$ cat config.mk
export PLATFORM = sky130hd
export DESIGN_NAME = heater_pid_with_overtemp_guard
export DESIGN_NICKNAME = d
export VERILOG_FILES = /design/src/rtl/core/hpg_pkg.sv /design/src/rtl/core/heater_pid_with_overtemp_guard.sv
export VERILOG_INCLUDE_DIRS = /design/src /design/src/rtl/core
export SDC_FILE = /design/constraint.sdc
export NUM_CORES = 2
export LEC_CHECK = 0
export BUFFER_PORTS_ARGS = -buffer_cell sky130_fd_sc_hd__buf_2
export CORE_ASPECT_RATIO = 2
export CORE_MARGIN = 2
export CORE_UTILIZATION = 55
export DETAILED_ROUTE_END_ITERATION = 10
export PLACE_DENSITY_LB_ADDON = 0.25
export SLEW_MARGIN = 15
export SYNTH_ARGS = -nofsm -noshare
export SYNTH_HDL_FRONTEND = slang
export SYNTH_SLANG_ARGS = --single-unit
$ cat constraint.sdc
create_clock -name clk -period 11.5 [get_ports clk]
set_clock_uncertainty 0.05 [all_clocks]
set_input_delay 2.875 -clock clk [delete_from_list [all_inputs] [get_ports clk]]
set_output_delay 2.875 -clock clk [all_outputs]
set_load 0.01 [all_outputs]
$ cat src/rtl/core/heater_pid_with_overtemp_guard_defines.svh
// assertion macros for the heater regulator
// used by the top level, expects clk and rst_n in scope
`ifndef HEATER_PID_WITH_OVERTEMP_GUARD_DEFINES_SVH
`define HEATER_PID_WITH_OVERTEMP_GUARD_DEFINES_SVH

// same-cycle implication, checked while out of reset
`define HPG_ASSERT_IMP(lbl, ante, cons, msg) \
  lbl: assert property (@(posedge clk) disable iff (!rst_n) (ante) |-> (cons)) \
    else $error(msg);

// next-cycle implication, checked while out of reset
`define HPG_ASSERT_NXT(lbl, ante, cons, msg) \
  lbl: assert property (@(posedge clk) disable iff (!rst_n) (ante) |=> (cons)) \
    else $error(msg);

`endif

$ cat src/rtl/core/hpg_pkg.sv
// shared types and constants of the heater regulator
// no dependencies
`default_nettype none

package hpg_pkg;

  // register indexes on the configuration port
  localparam logic [2:0] REG_TARGET   = 3'd0;
  localparam logic [2:0] REG_PROP     = 3'd1;
  localparam logic [2:0] REG_INTEG    = 3'd2;
  localparam logic [2:0] REG_DERIV    = 3'd3;
  localparam logic [2:0] REG_ILIMIT   = 3'd4;
  localparam logic [2:0] REG_OVH_LIM  = 3'd5;
  localparam logic [2:0] REG_OVH_RES  = 3'd6;

  // register reset values
  localparam logic [5:0]  TARGET_RST  = 6'd40;
  localparam logic [15:0] PROP_RST    = 16'd2560;
  localparam logic [15:0] INTEG_RST   = 16'd128;
  localparam logic [15:0] DERIV_RST   = 16'd256;
  localparam logic [16:0] ILIMIT_RST  = 17'd80000;
  localparam logic [10:0] OVH_LIM_RST = 11'd800;
  localparam logic [10:0] OVH_RES_RST = 11'd752;

  // accepted target range in whole degrees
  localparam logic [5:0] TARGET_MIN = 6'd35;
  localparam logic [5:0] TARGET_MAX = 6'd48;

  // output scaling: duty = floor((s + 204800) / 409600), 409600 = 2^14 * 25
  localparam int unsigned   ROUND_SHIFT = 14;
  localparam logic [17:0]   ROUND_BIAS  = 18'd204800;
  localparam logic [11:0]   QUOT_TOP    = 12'd2525;  // first value that gives 101
  localparam logic [11:0]   QUOT_SAT    = 12'd2500;  // gives exactly 100
  localparam logic [10:0]   RECIP_25    = 11'd1311;  // ceil(2^15 / 25)
  localparam int unsigned   RECIP_SHIFT = 15;

  // what an item does at the end of the pipeline
  typedef enum logic [1:0] {
    MODE_SAMPLE = 2'd0,
    MODE_RUN    = 2'd1,
    MODE_OFF    = 2'd2
  } mode_t;

  // status carried alongside an item through the pipeline
  typedef struct packed {
    mode_t mode;
    logic  overheat;
    logic  dry;
    logic  valid;
  } item_flags_t;

endpackage

`default_nettype wire

$ cat src/rtl/core/heater_pid_with_overtemp_guard.sv
// heater regulator top level: sample handling, interlocks, pid and duty scaling
// depends on hpg_pkg and heater_pid_with_overtemp_guard_defines.svh
`default_nettype none
`include "heater_pid_with_overtemp_guard_defines.svh"

// Heater regulator with over-temperature and dry-burn interlocks. Every input
// item, sample or control tick, gives one result item. A new item can be taken
// every cycle while no finished result waits on out_stall. Sensor state, the
// over-temperature latch, the integral and the last error all settle in the
// accept cycle, so the next item sees them at once; the three gain multiplies,
// the rounding sum and the divide by 25 follow in three further registered
// stages, and the whole pipeline holds while a finished result waits on
// out_stall. Configuration registers sit on an APB-style port at byte
// address 4*index and the user must write them only while idle (not enforced).
module heater_pid_with_overtemp_guard (
  input  wire                clk,
  input  wire                rst_n,
  // input items
  input  wire                in_valid,
  output logic               in_stall,
  input  wire                in_kind,
  input  wire signed [11:0]  in_sample_temp,
  input  wire                in_sample_error,
  input  wire                in_water_present,
  input  wire                in_system_running,
  // result items
  output logic               out_valid,
  input  wire                out_stall,
  output logic [6:0]         out_heater_duty,
  output logic               out_heater_on,
  output logic               out_overheat_flag,
  output logic               out_dry_flag,
  output logic [1:0]         out_fault_code,
  output logic               out_reading_valid,
  // configuration
  input  wire                cfg_psel,
  input  wire                cfg_penable,
  input  wire                cfg_pwrite,
  input  wire  [4:0]         cfg_paddr,
  input  wire  [31:0]        cfg_pwdata,
  output logic [31:0]        cfg_prdata,
  output logic               cfg_pready
);

  // configuration registers
  logic [5:0]  target_r;
  logic [15:0] prop_r, integ_gain_r, deriv_r;
  logic [16:0] ilimit_r;
  logic [10:0] ovh_lim_r, ovh_res_r;

  logic [2:0] cfg_index;
  logic       cfg_wr;
  logic [5:0] cfg_target;

  assign cfg_pready = 1'b1;
  assign cfg_index  = cfg_paddr[4:2];
  assign cfg_wr     = cfg_psel && cfg_penable && cfg_pwrite && cfg_pready;
  assign cfg_target = cfg_pwdata[5:0];

  // register writes, out-of-range targets are dropped
  always_ff @(posedge clk) begin
    if (!rst_n) begin
      target_r     <= hpg_pkg::TARGET_RST;
      prop_r       <= hpg_pkg::PROP_RST;
      integ_gain_r <= hpg_pkg::INTEG_RST;
      deriv_r      <= hpg_pkg::DERIV_RST;
      ilimit_r     <= hpg_pkg::ILIMIT_RST;
      ovh_lim_r    <= hpg_pkg::OVH_LIM_RST;
      ovh_res_r    <= hpg_pkg::OVH_RES_RST;
    end else if (cfg_wr) begin
      case (cfg_index)
        hpg_pkg::REG_TARGET: begin
          if (cfg_target >= hpg_pkg::TARGET_MIN && cfg_target <= hpg_pkg::TARGET_MAX)
            target_r <= cfg_target;
        end
        hpg_pkg::REG_PROP:    prop_r       <= cfg_pwdata[15:0];
        hpg_pkg::REG_INTEG:   integ_gain_r <= cfg_pwdata[15:0];
        hpg_pkg::REG_DERIV:   deriv_r      <= cfg_pwdata[15:0];
        hpg_pkg::REG_ILIMIT:  ilimit_r     <= cfg_pwdata[16:0];
        hpg_pkg::REG_OVH_LIM: ovh_lim_r    <= cfg_pwdata[10:0];
        hpg_pkg::REG_OVH_RES: ovh_res_r    <= cfg_pwdata[10:0];
        default: ;
      endcase
    end
  end

  // register read back
  always_comb begin
    case (cfg_index)
      hpg_pkg::REG_TARGET:  cfg_prdata = {26'd0, target_r};
      hpg_pkg::REG_PROP:    cfg_prdata = {16'd0, prop_r};
      hpg_pkg::REG_INTEG:   cfg_prdata = {16'd0, integ_gain_r};
      hpg_pkg::REG_DERIV:   cfg_prdata = {16'd0, deriv_r};
      hpg_pkg::REG_ILIMIT:  cfg_prdata = {15'd0, ilimit_r};
      hpg_pkg::REG_OVH_LIM: cfg_prdata = {21'd0, ovh_lim_r};
      hpg_pkg::REG_OVH_RES: cfg_prdata = {21'd0, ovh_res_r};
      default:              cfg_prdata = 32'd0;
    endcase
  end

  // pipeline control: everything moves together unless a result is stuck
  logic advance, in_accept;
  logic v1_r, v2_r, v3_r, out_valid_r;

  assign advance   = !(out_valid_r && out_stall);
  assign in_stall  = !advance;
  assign in_accept = in_valid && !in_stall;
  assign out_valid = out_valid_r;

  // regulator state
  logic [10:0]        held_r;
  logic               temp_valid_r;
  logic               overheat_r;
  logic signed [17:0] integ_r;
  logic signed [13:0] prev_err_r;

  // sample path
  logic        take_sample;
  logic [10:0] held_nxt;
  logic        temp_valid_nxt;
  logic        overheat_nxt;

  always_comb begin
    take_sample    = !in_sample_error && !in_sample_temp[11];
    held_nxt       = take_sample ? in_sample_temp[10:0] : held_r;
    temp_valid_nxt = in_sample_error ? 1'b0 : (take_sample ? 1'b1 : temp_valid_r);
    if (held_nxt >= ovh_lim_r)
      overheat_nxt = 1'b1;
    else if (held_nxt < ovh_res_r && in_water_present)
      overheat_nxt = 1'b0;
    else
      overheat_nxt = overheat_r;
  end

  // tick path: error, clamped integral, error difference
  logic               interlock;
  logic signed [13:0] err;
  logic signed [18:0] acc_raw, lim_pos;
  logic signed [17:0] acc;
  logic signed [14:0] derr;
  logic signed [19:0] err100;
  logic signed [25:0] derr10k;

  always_comb begin
    interlock = !in_system_running || overheat_r || !in_water_present || !temp_valid_r;
    err       = $signed({4'd0, target_r, 4'd0}) - $signed({3'd0, held_r});
    acc_raw   = 19'(integ_r) + 19'(err);
    lim_pos   = $signed({2'd0, ilimit_r});
    if (acc_raw > lim_pos)
      acc = lim_pos[17:0];
    else if (acc_raw < -lim_pos)
      acc = 18'(-lim_pos);
    else
      acc = acc_raw[17:0];
    derr    = 15'(err) - 15'(prev_err_r);
    err100  = 20'(err) * 20'sd100;
    derr10k = 26'(derr) * 26'sd10000;
  end

  // state update at accept
  always_ff @(posedge clk) begin
    if (!rst_n) begin
      held_r       <= 11'd0;
      temp_valid_r <= 1'b0;
      overheat_r   <= 1'b0;
      integ_r      <= 18'sd0;
      prev_err_r   <= 14'sd0;
    end else if (in_accept) begin
      if (!in_kind) begin
        held_r       <= held_nxt;
        temp_valid_r <= temp_valid_nxt;
        overheat_r   <= overheat_nxt;
      end else if (interlock) begin
        integ_r    <= 18'sd0;
        prev_err_r <= 14'sd0;
      end else begin
        integ_r    <= acc;
        prev_err_r <= err;
      end
    end
  end

  // stage 1: operands and flags of the accepted item
  hpg_pkg::item_flags_t f1_nxt, f1_r, f2_r, f3_r;
  logic signed [19:0]   err100_r;
  logic signed [17:0]   acc_r;
  logic signed [25:0]   derr10k_r;

  always_comb begin
    if (!in_kind) begin
      f1_nxt.mode     = hpg_pkg::MODE_SAMPLE;
      f1_nxt.overheat = overheat_nxt;
      f1_nxt.valid    = temp_valid_nxt;
    end else begin
      f1_nxt.mode     = interlock ? hpg_pkg::MODE_OFF : hpg_pkg::MODE_RUN;
      f1_nxt.overheat = overheat_r;
      f1_nxt.valid    = temp_valid_r;
    end
    f1_nxt.dry = !in_water_present;
  end

  // stage 2: gain products
  logic signed [36:0] p_prop;
  logic signed [34:0] p_integ;
  logic signed [42:0] p_deriv;
  logic signed [36:0] p_prop_r;
  logic signed [34:0] p_integ_r;
  logic signed [42:0] p_deriv_r;

  assign p_prop  = $signed({1'b0, prop_r}) * err100_r;
  assign p_integ = $signed({1'b0, integ_gain_r}) * acc_r;
  assign p_deriv = $signed({1'b0, deriv_r}) * derr10k_r;

  // stage 3: rounding sum, drop the 2^14 factor, saturate the quotient
  logic signed [43:0] sum;
  logic signed [29:0] quot;
  logic [11:0]        quot_c, quot_r;

  always_comb begin
    sum  = 44'(p_prop_r) + 44'(p_integ_r) + 44'(p_deriv_r)
         + $signed({26'd0, hpg_pkg::ROUND_BIAS});
    quot = sum[43:hpg_pkg::ROUND_SHIFT];
    if (quot < 0)
      quot_c = 12'd0;
    else if (quot >= $signed({18'd0, hpg_pkg::QUOT_TOP}))
      quot_c = hpg_pkg::QUOT_SAT;
    else
      quot_c = quot[11:0];
  end

  // stage 4: divide by 25 through the reciprocal
  logic [22:0] recip_prod;
  logic [6:0]  duty_calc;

  assign recip_prod = quot_r * hpg_pkg::RECIP_25;
  assign duty_calc  = recip_prod[hpg_pkg::RECIP_SHIFT +: 7];

  // pipeline registers
  always_ff @(posedge clk) begin
    if (!rst_n) begin
      v1_r        <= 1'b0;
      v2_r        <= 1'b0;
      v3_r        <= 1'b0;
      out_valid_r <= 1'b0;
    end else if (advance) begin
      v1_r        <= in_accept;
      v2_r        <= v1_r;
      v3_r        <= v2_r;
      out_valid_r <= v3_r;
    end
  end

  always_ff @(posedge clk) begin
    if (advance) begin
      f1_r      <= f1_nxt;
      err100_r  <= err100;
      acc_r     <= acc;
      derr10k_r <= derr10k;
      f2_r      <= f1_r;
      p_prop_r  <= p_prop;
      p_integ_r <= p_integ;
      p_deriv_r <= p_deriv;
      f3_r      <= f2_r;
      quot_r    <= quot_c;
    end
  end

  // result register, the duty it holds doubles as the duty in force
  logic [6:0] duty_r;
  logic       ovh_out_r, dry_out_r, valid_out_r;

  always_ff @(posedge clk) begin
    if (!rst_n) begin
      duty_r <= 7'd0;
    end else if (advance && v3_r) begin
      case (f3_r.mode)
        hpg_pkg::MODE_RUN: duty_r <= duty_calc;
        hpg_pkg::MODE_OFF: duty_r <= 7'd0;
        default:           duty_r <= duty_r;
      endcase
    end
  end

  always_ff @(posedge clk) begin
    if (advance && v3_r) begin
      ovh_out_r   <= f3_r.overheat;
      dry_out_r   <= f3_r.dry;
      valid_out_r <= f3_r.valid;
    end
  end

  assign out_heater_duty   = duty_r;
  assign out_heater_on     = (duty_r != 7'd0);
  assign out_overheat_flag = ovh_out_r;
  assign out_dry_flag      = dry_out_r;
  assign out_fault_code    = {dry_out_r, ovh_out_r};
  assign out_reading_valid = valid_out_r;

  // checks
  logic ilk_tick;

  assign ilk_tick = in_accept && in_kind && interlock;

  `HPG_ASSERT_IMP(a_stall_src, in_stall, out_valid_r && out_stall, "stall without result")
  `HPG_ASSERT_IMP(a_quot_in_range, v3_r, quot_r < hpg_pkg::QUOT_TOP, "quotient past saturation")
  `HPG_ASSERT_IMP(a_duty_max, out_valid_r, duty_r <= 7'd100, "duty above 100 percent")
  `HPG_ASSERT_NXT(a_ilk_clears, ilk_tick, integ_r == '0 && prev_err_r == '0, "pid memory kept")

endmodule

`default_nettype wire
==> results.yml <==
final_layout:
  area_growth_pct: 4.89
  drive_above_1_share_pct: 4.06
  ff_latch_area_sq_um: 8800
  multi_input_area_sq_um: 44800
  nNetsFinal: 8017
  fill_cells: 9501
synth:
  yosys.area_share.simple_pct: 13.2
  ys_warn_count: 0
  ys_seq_area_share_pct: 14.8
  synth_edf_count: 195
  syn_inst: 6315
  synth_ff_type: "edfxtp_1"
  synth-compound-area-share_pct: 8.46
  synth_cell_types: 89
  syn_area_sq_um: 59500
  synthMuxAreaShare_pct: 0.953
  synth.avg_cell_area_sq_um: 9.42
  ys_ff_latch: 342
  synth_top_family_by_area: "adder cells"
  synth_fa_ha_area_share_pct: 49.3
  synth_xor_area_share_pct: 3.25
  synth-async-reset-ratio_pct: 0
power_and_ir_drop:
  vdd_drop_max_uv: 160
  powerDensity_nw_per_um2: 174
  finalPower_w: 0.0109
  p_leak_nw: 29.8
setup_path:
  cp_max_fo: 20
  max_stage_delay_ns: 1.00
  crit_required_ns: 11.71
  path_class: "flip-flop to flip-flop"
  path_depth: 21
  path_buf_inv: 5
  crit_top_cell: "fa_1"
  cp.arrival_ns: 8.37
  worstPathCellList: "nand2_1, fa_1, inv_1, fa_1, inv_1, fa_1, inv_1, fa_1, inv_1, fa_1, inv_1, fa_1, ha_1, and2_0, nand2_1, a211oi_1, o31ai_1, a2111oi_0, o21ai_0, nand2_1, xor2_1"
  critPathTopFamily: "adder cells"
  reg2regPathDepth: 21
  crit_path_top_delay_cell: "dfxtp_1"
  worst_setup_path_start_kind: "flip-flop"
  critPathCaptureType: "flip-flop"
global_routing:
  grt_pass1_wl_mm: 246
  antenna_found_initial: 4
  overflow: 0
  grt.total_usage_pct: 28.8
  grt_max_degree: 91
  grt_pass1_vias: 47200
sta:
  max_freq_mhz: 123
  rsz0062_at_grt: "false"
  hold_viol: 0
  period_share_pct: 70.9
  fin_crit_ns: 8.16
  worst_pin_slew_ns: 1.22
  slew_violations: 0
  setup_violations: 0
  fin_setup_tns_ns: 0
  relSlewSlack_pct: 18.3
drt:
  postRouteAntennaNets: 0
  wire_per_inst_um: 20.4
  vias: 43500
  wl_mm: 156
  vias_per_cell: 5.68
  dr.pass1.iters: 7
  drc: 0
  drt_iter0_markers: 2107
clocking:
  cts_buffers: 38
  cts_resized: 0
  clk_pin_slew_worst_paths_ns: 0.07
  hold_buffers: 0
  tritoncts: "yes"
  cts-root-buf: "clkbuf_16"
  cts_max_level: 2
  post_cts_buffers: 0
  cts_buffer_depth: 3
  cts.sinks: 342
  clock_latency_ns: 0.61
floorplan:
  boundaryPins: 108
  rows: 170
  die_h_um: 469
  initial_utilization_pct: 55.5
  dieArea_sq_um: 111000
  core-area_sq_um: 107000
  die_w_um: 237
outcome:
  status: "complete, no violations"
placed_design:
  globalplace.congestion: 0.938
  hpwlAfterDp_mm: 132
  numPortBuffers: 74
worst_hold_path:
  hold_depth: 0
  hp-class: "flip-flop to flip-flop"
run:
  maxCapViolCount: 0
## kinds of logic after synthesis
kind of cell / Yosys count
multiplexers: 51
other: 2
adder cells (fa/ha/maj): 1705
AO/OA/AOI/OAI: 783
flip-flops: 342
AND/OR/NAND/NOR: 1638
XOR/XNOR: 221
buffers and inverters: 1573
## state kept, by name (all words and copies together), names as in the netlist, 12 cells and up
| register | cells |
|---|---|
| quot_r | 12 |
| prev_err_r | 12 |
| p_prop_r | 35 |
| derr10k_r | 22 |
| deriv_r | 16 |
| acc_r | 18 |
| p_deriv_r | 39 |
| integ_r | 18 |
| p_integ_r | 33 |
| ilimit_r | 17 |
| integ_gain_r | 16 |
| prop_r | 16 |
| err100_r | 18 |
## report_power, final
| group | switching, W | internal (W) |
|---|---|---|
| logic | 0.00419 | 0.00304 |
| clock network | 0.000593 | 0.000714 |
| registers | 0.000603 | 0.00171 |
| total | 0.00538 | 0.00547 |
## layout make-up
cell class,count,area share [%]
Antenna cell,3,0.0120
Timing Repair Buffer,130,1.27
Multi-Input combinational cell,4414,71.8
Sequential cell,342,14.1
Clock inverter,23,0.447
Clock buffer,47,1.63
Tap cell,1376,2.76
Inverter,1326,7.98
## cells in the final DEF (no fill, tap or decap), types with 33 or more instances in the layout
master | synthesis | final
dfxtp_1 | 147 | 147
o21ai_0 | 144 | 144
ha_1 | 640 | 640
nor3_1 | 39 | 38
a21oi_1 | 263 | 263
nand3_1 | 58 | 58
clkbuf_16 | 0 | 39
and2_1 | 412 | 412
fa_1 | 1065 | 1065
nand2_1 | 828 | 827
buf_4 | 18 | 56
a21o_1 | 81 | 81
xnor2_1 | 165 | 165
xor2_1 | 56 | 56
mux2i_1 | 33 | 33
nor2_1 | 133 | 132
buf_2 | 3 | 74
inv_1 | 1325 | 1325
edfxtp_1 | 195 | 195
## final timing paths
check / from / end / slack [ns]
worst min register to register: f3_r[0] / out_reading_valid / 0.37
worst max-delay path: prop_r[8] / p_prop_r[32] / 3.34
worst min-delay path: f3_r[0] / out_reading_valid / 0.37
worst max register to register: prop_r[8] / p_prop_r[32] / 3.34
## cell usage after synthesis, drive strengths merged (19+ instances only)
| cell type | instances | area share [%] |
|---|---|---|
| nor2b | 26 | 0.27 |
| a31oi | 24 | 0.25 |
| xnor2 | 165 | 2.4 |
| edfxtp | 195 | 9.8 |
| inv | 1326 | 8.4 |
| a21o | 81 | 1.0 |
| nor3 | 45 | 0.43 |
| and3 | 23 | 0.24 |
| ha | 640 | 13 |
| o211ai | 24 | 0.30 |
| or3 | 19 | 0.20 |
| xor2 | 56 | 0.82 |
| a22o | 20 | 0.29 |
| a21oi | 264 | 2.2 |
| clkbuf | 216 | 1.4 |
| dfxtp | 147 | 4.9 |
| a22oi | 31 | 0.39 |
| nand2b | 28 | 0.31 |
| o21a | 31 | 0.39 |
| nor2 | 133 | 0.84 |
| and2 | 413 | 4.3 |
| nand3 | 58 | 0.49 |
| mux2i | 33 | 0.56 |
| buf | 31 | 0.32 |
| o21ai | 149 | 1.3 |
| fa | 1065 | 36 |
| nand2 | 828 | 5.2 |
| o21bai | 28 | 0.35 |
## metal layers
metal / global-route usage [%] / share of wire [%] / up-vias
met4: 19.4 / 8.0 / 0
li1: - / - / 19500
met1: 27.8 / 32 / 22200
met5: 0 / 0 / -
met2: 57.4 / 56 / 1229
met3: 2.43 / 3.9 / 538
## metrics by stage
stage	utilization [%]	setup slack [ns]	std cells	hold WS, ns	instance area, sq um
floorplan	-	0.743	6329	0.350	59500
global placement	57.0	3.39	7588	0.353	61100
detailed placement	57.0	3.40	7588	0.357	61100
CTS	58.2	3.39	7658	0.371	62400
global route	58.2	3.23	7660	0.379	62400
finish	58.2	3.34	7661	0.368	62400
No activity file was read; power rests on OpenSTA's default activity.
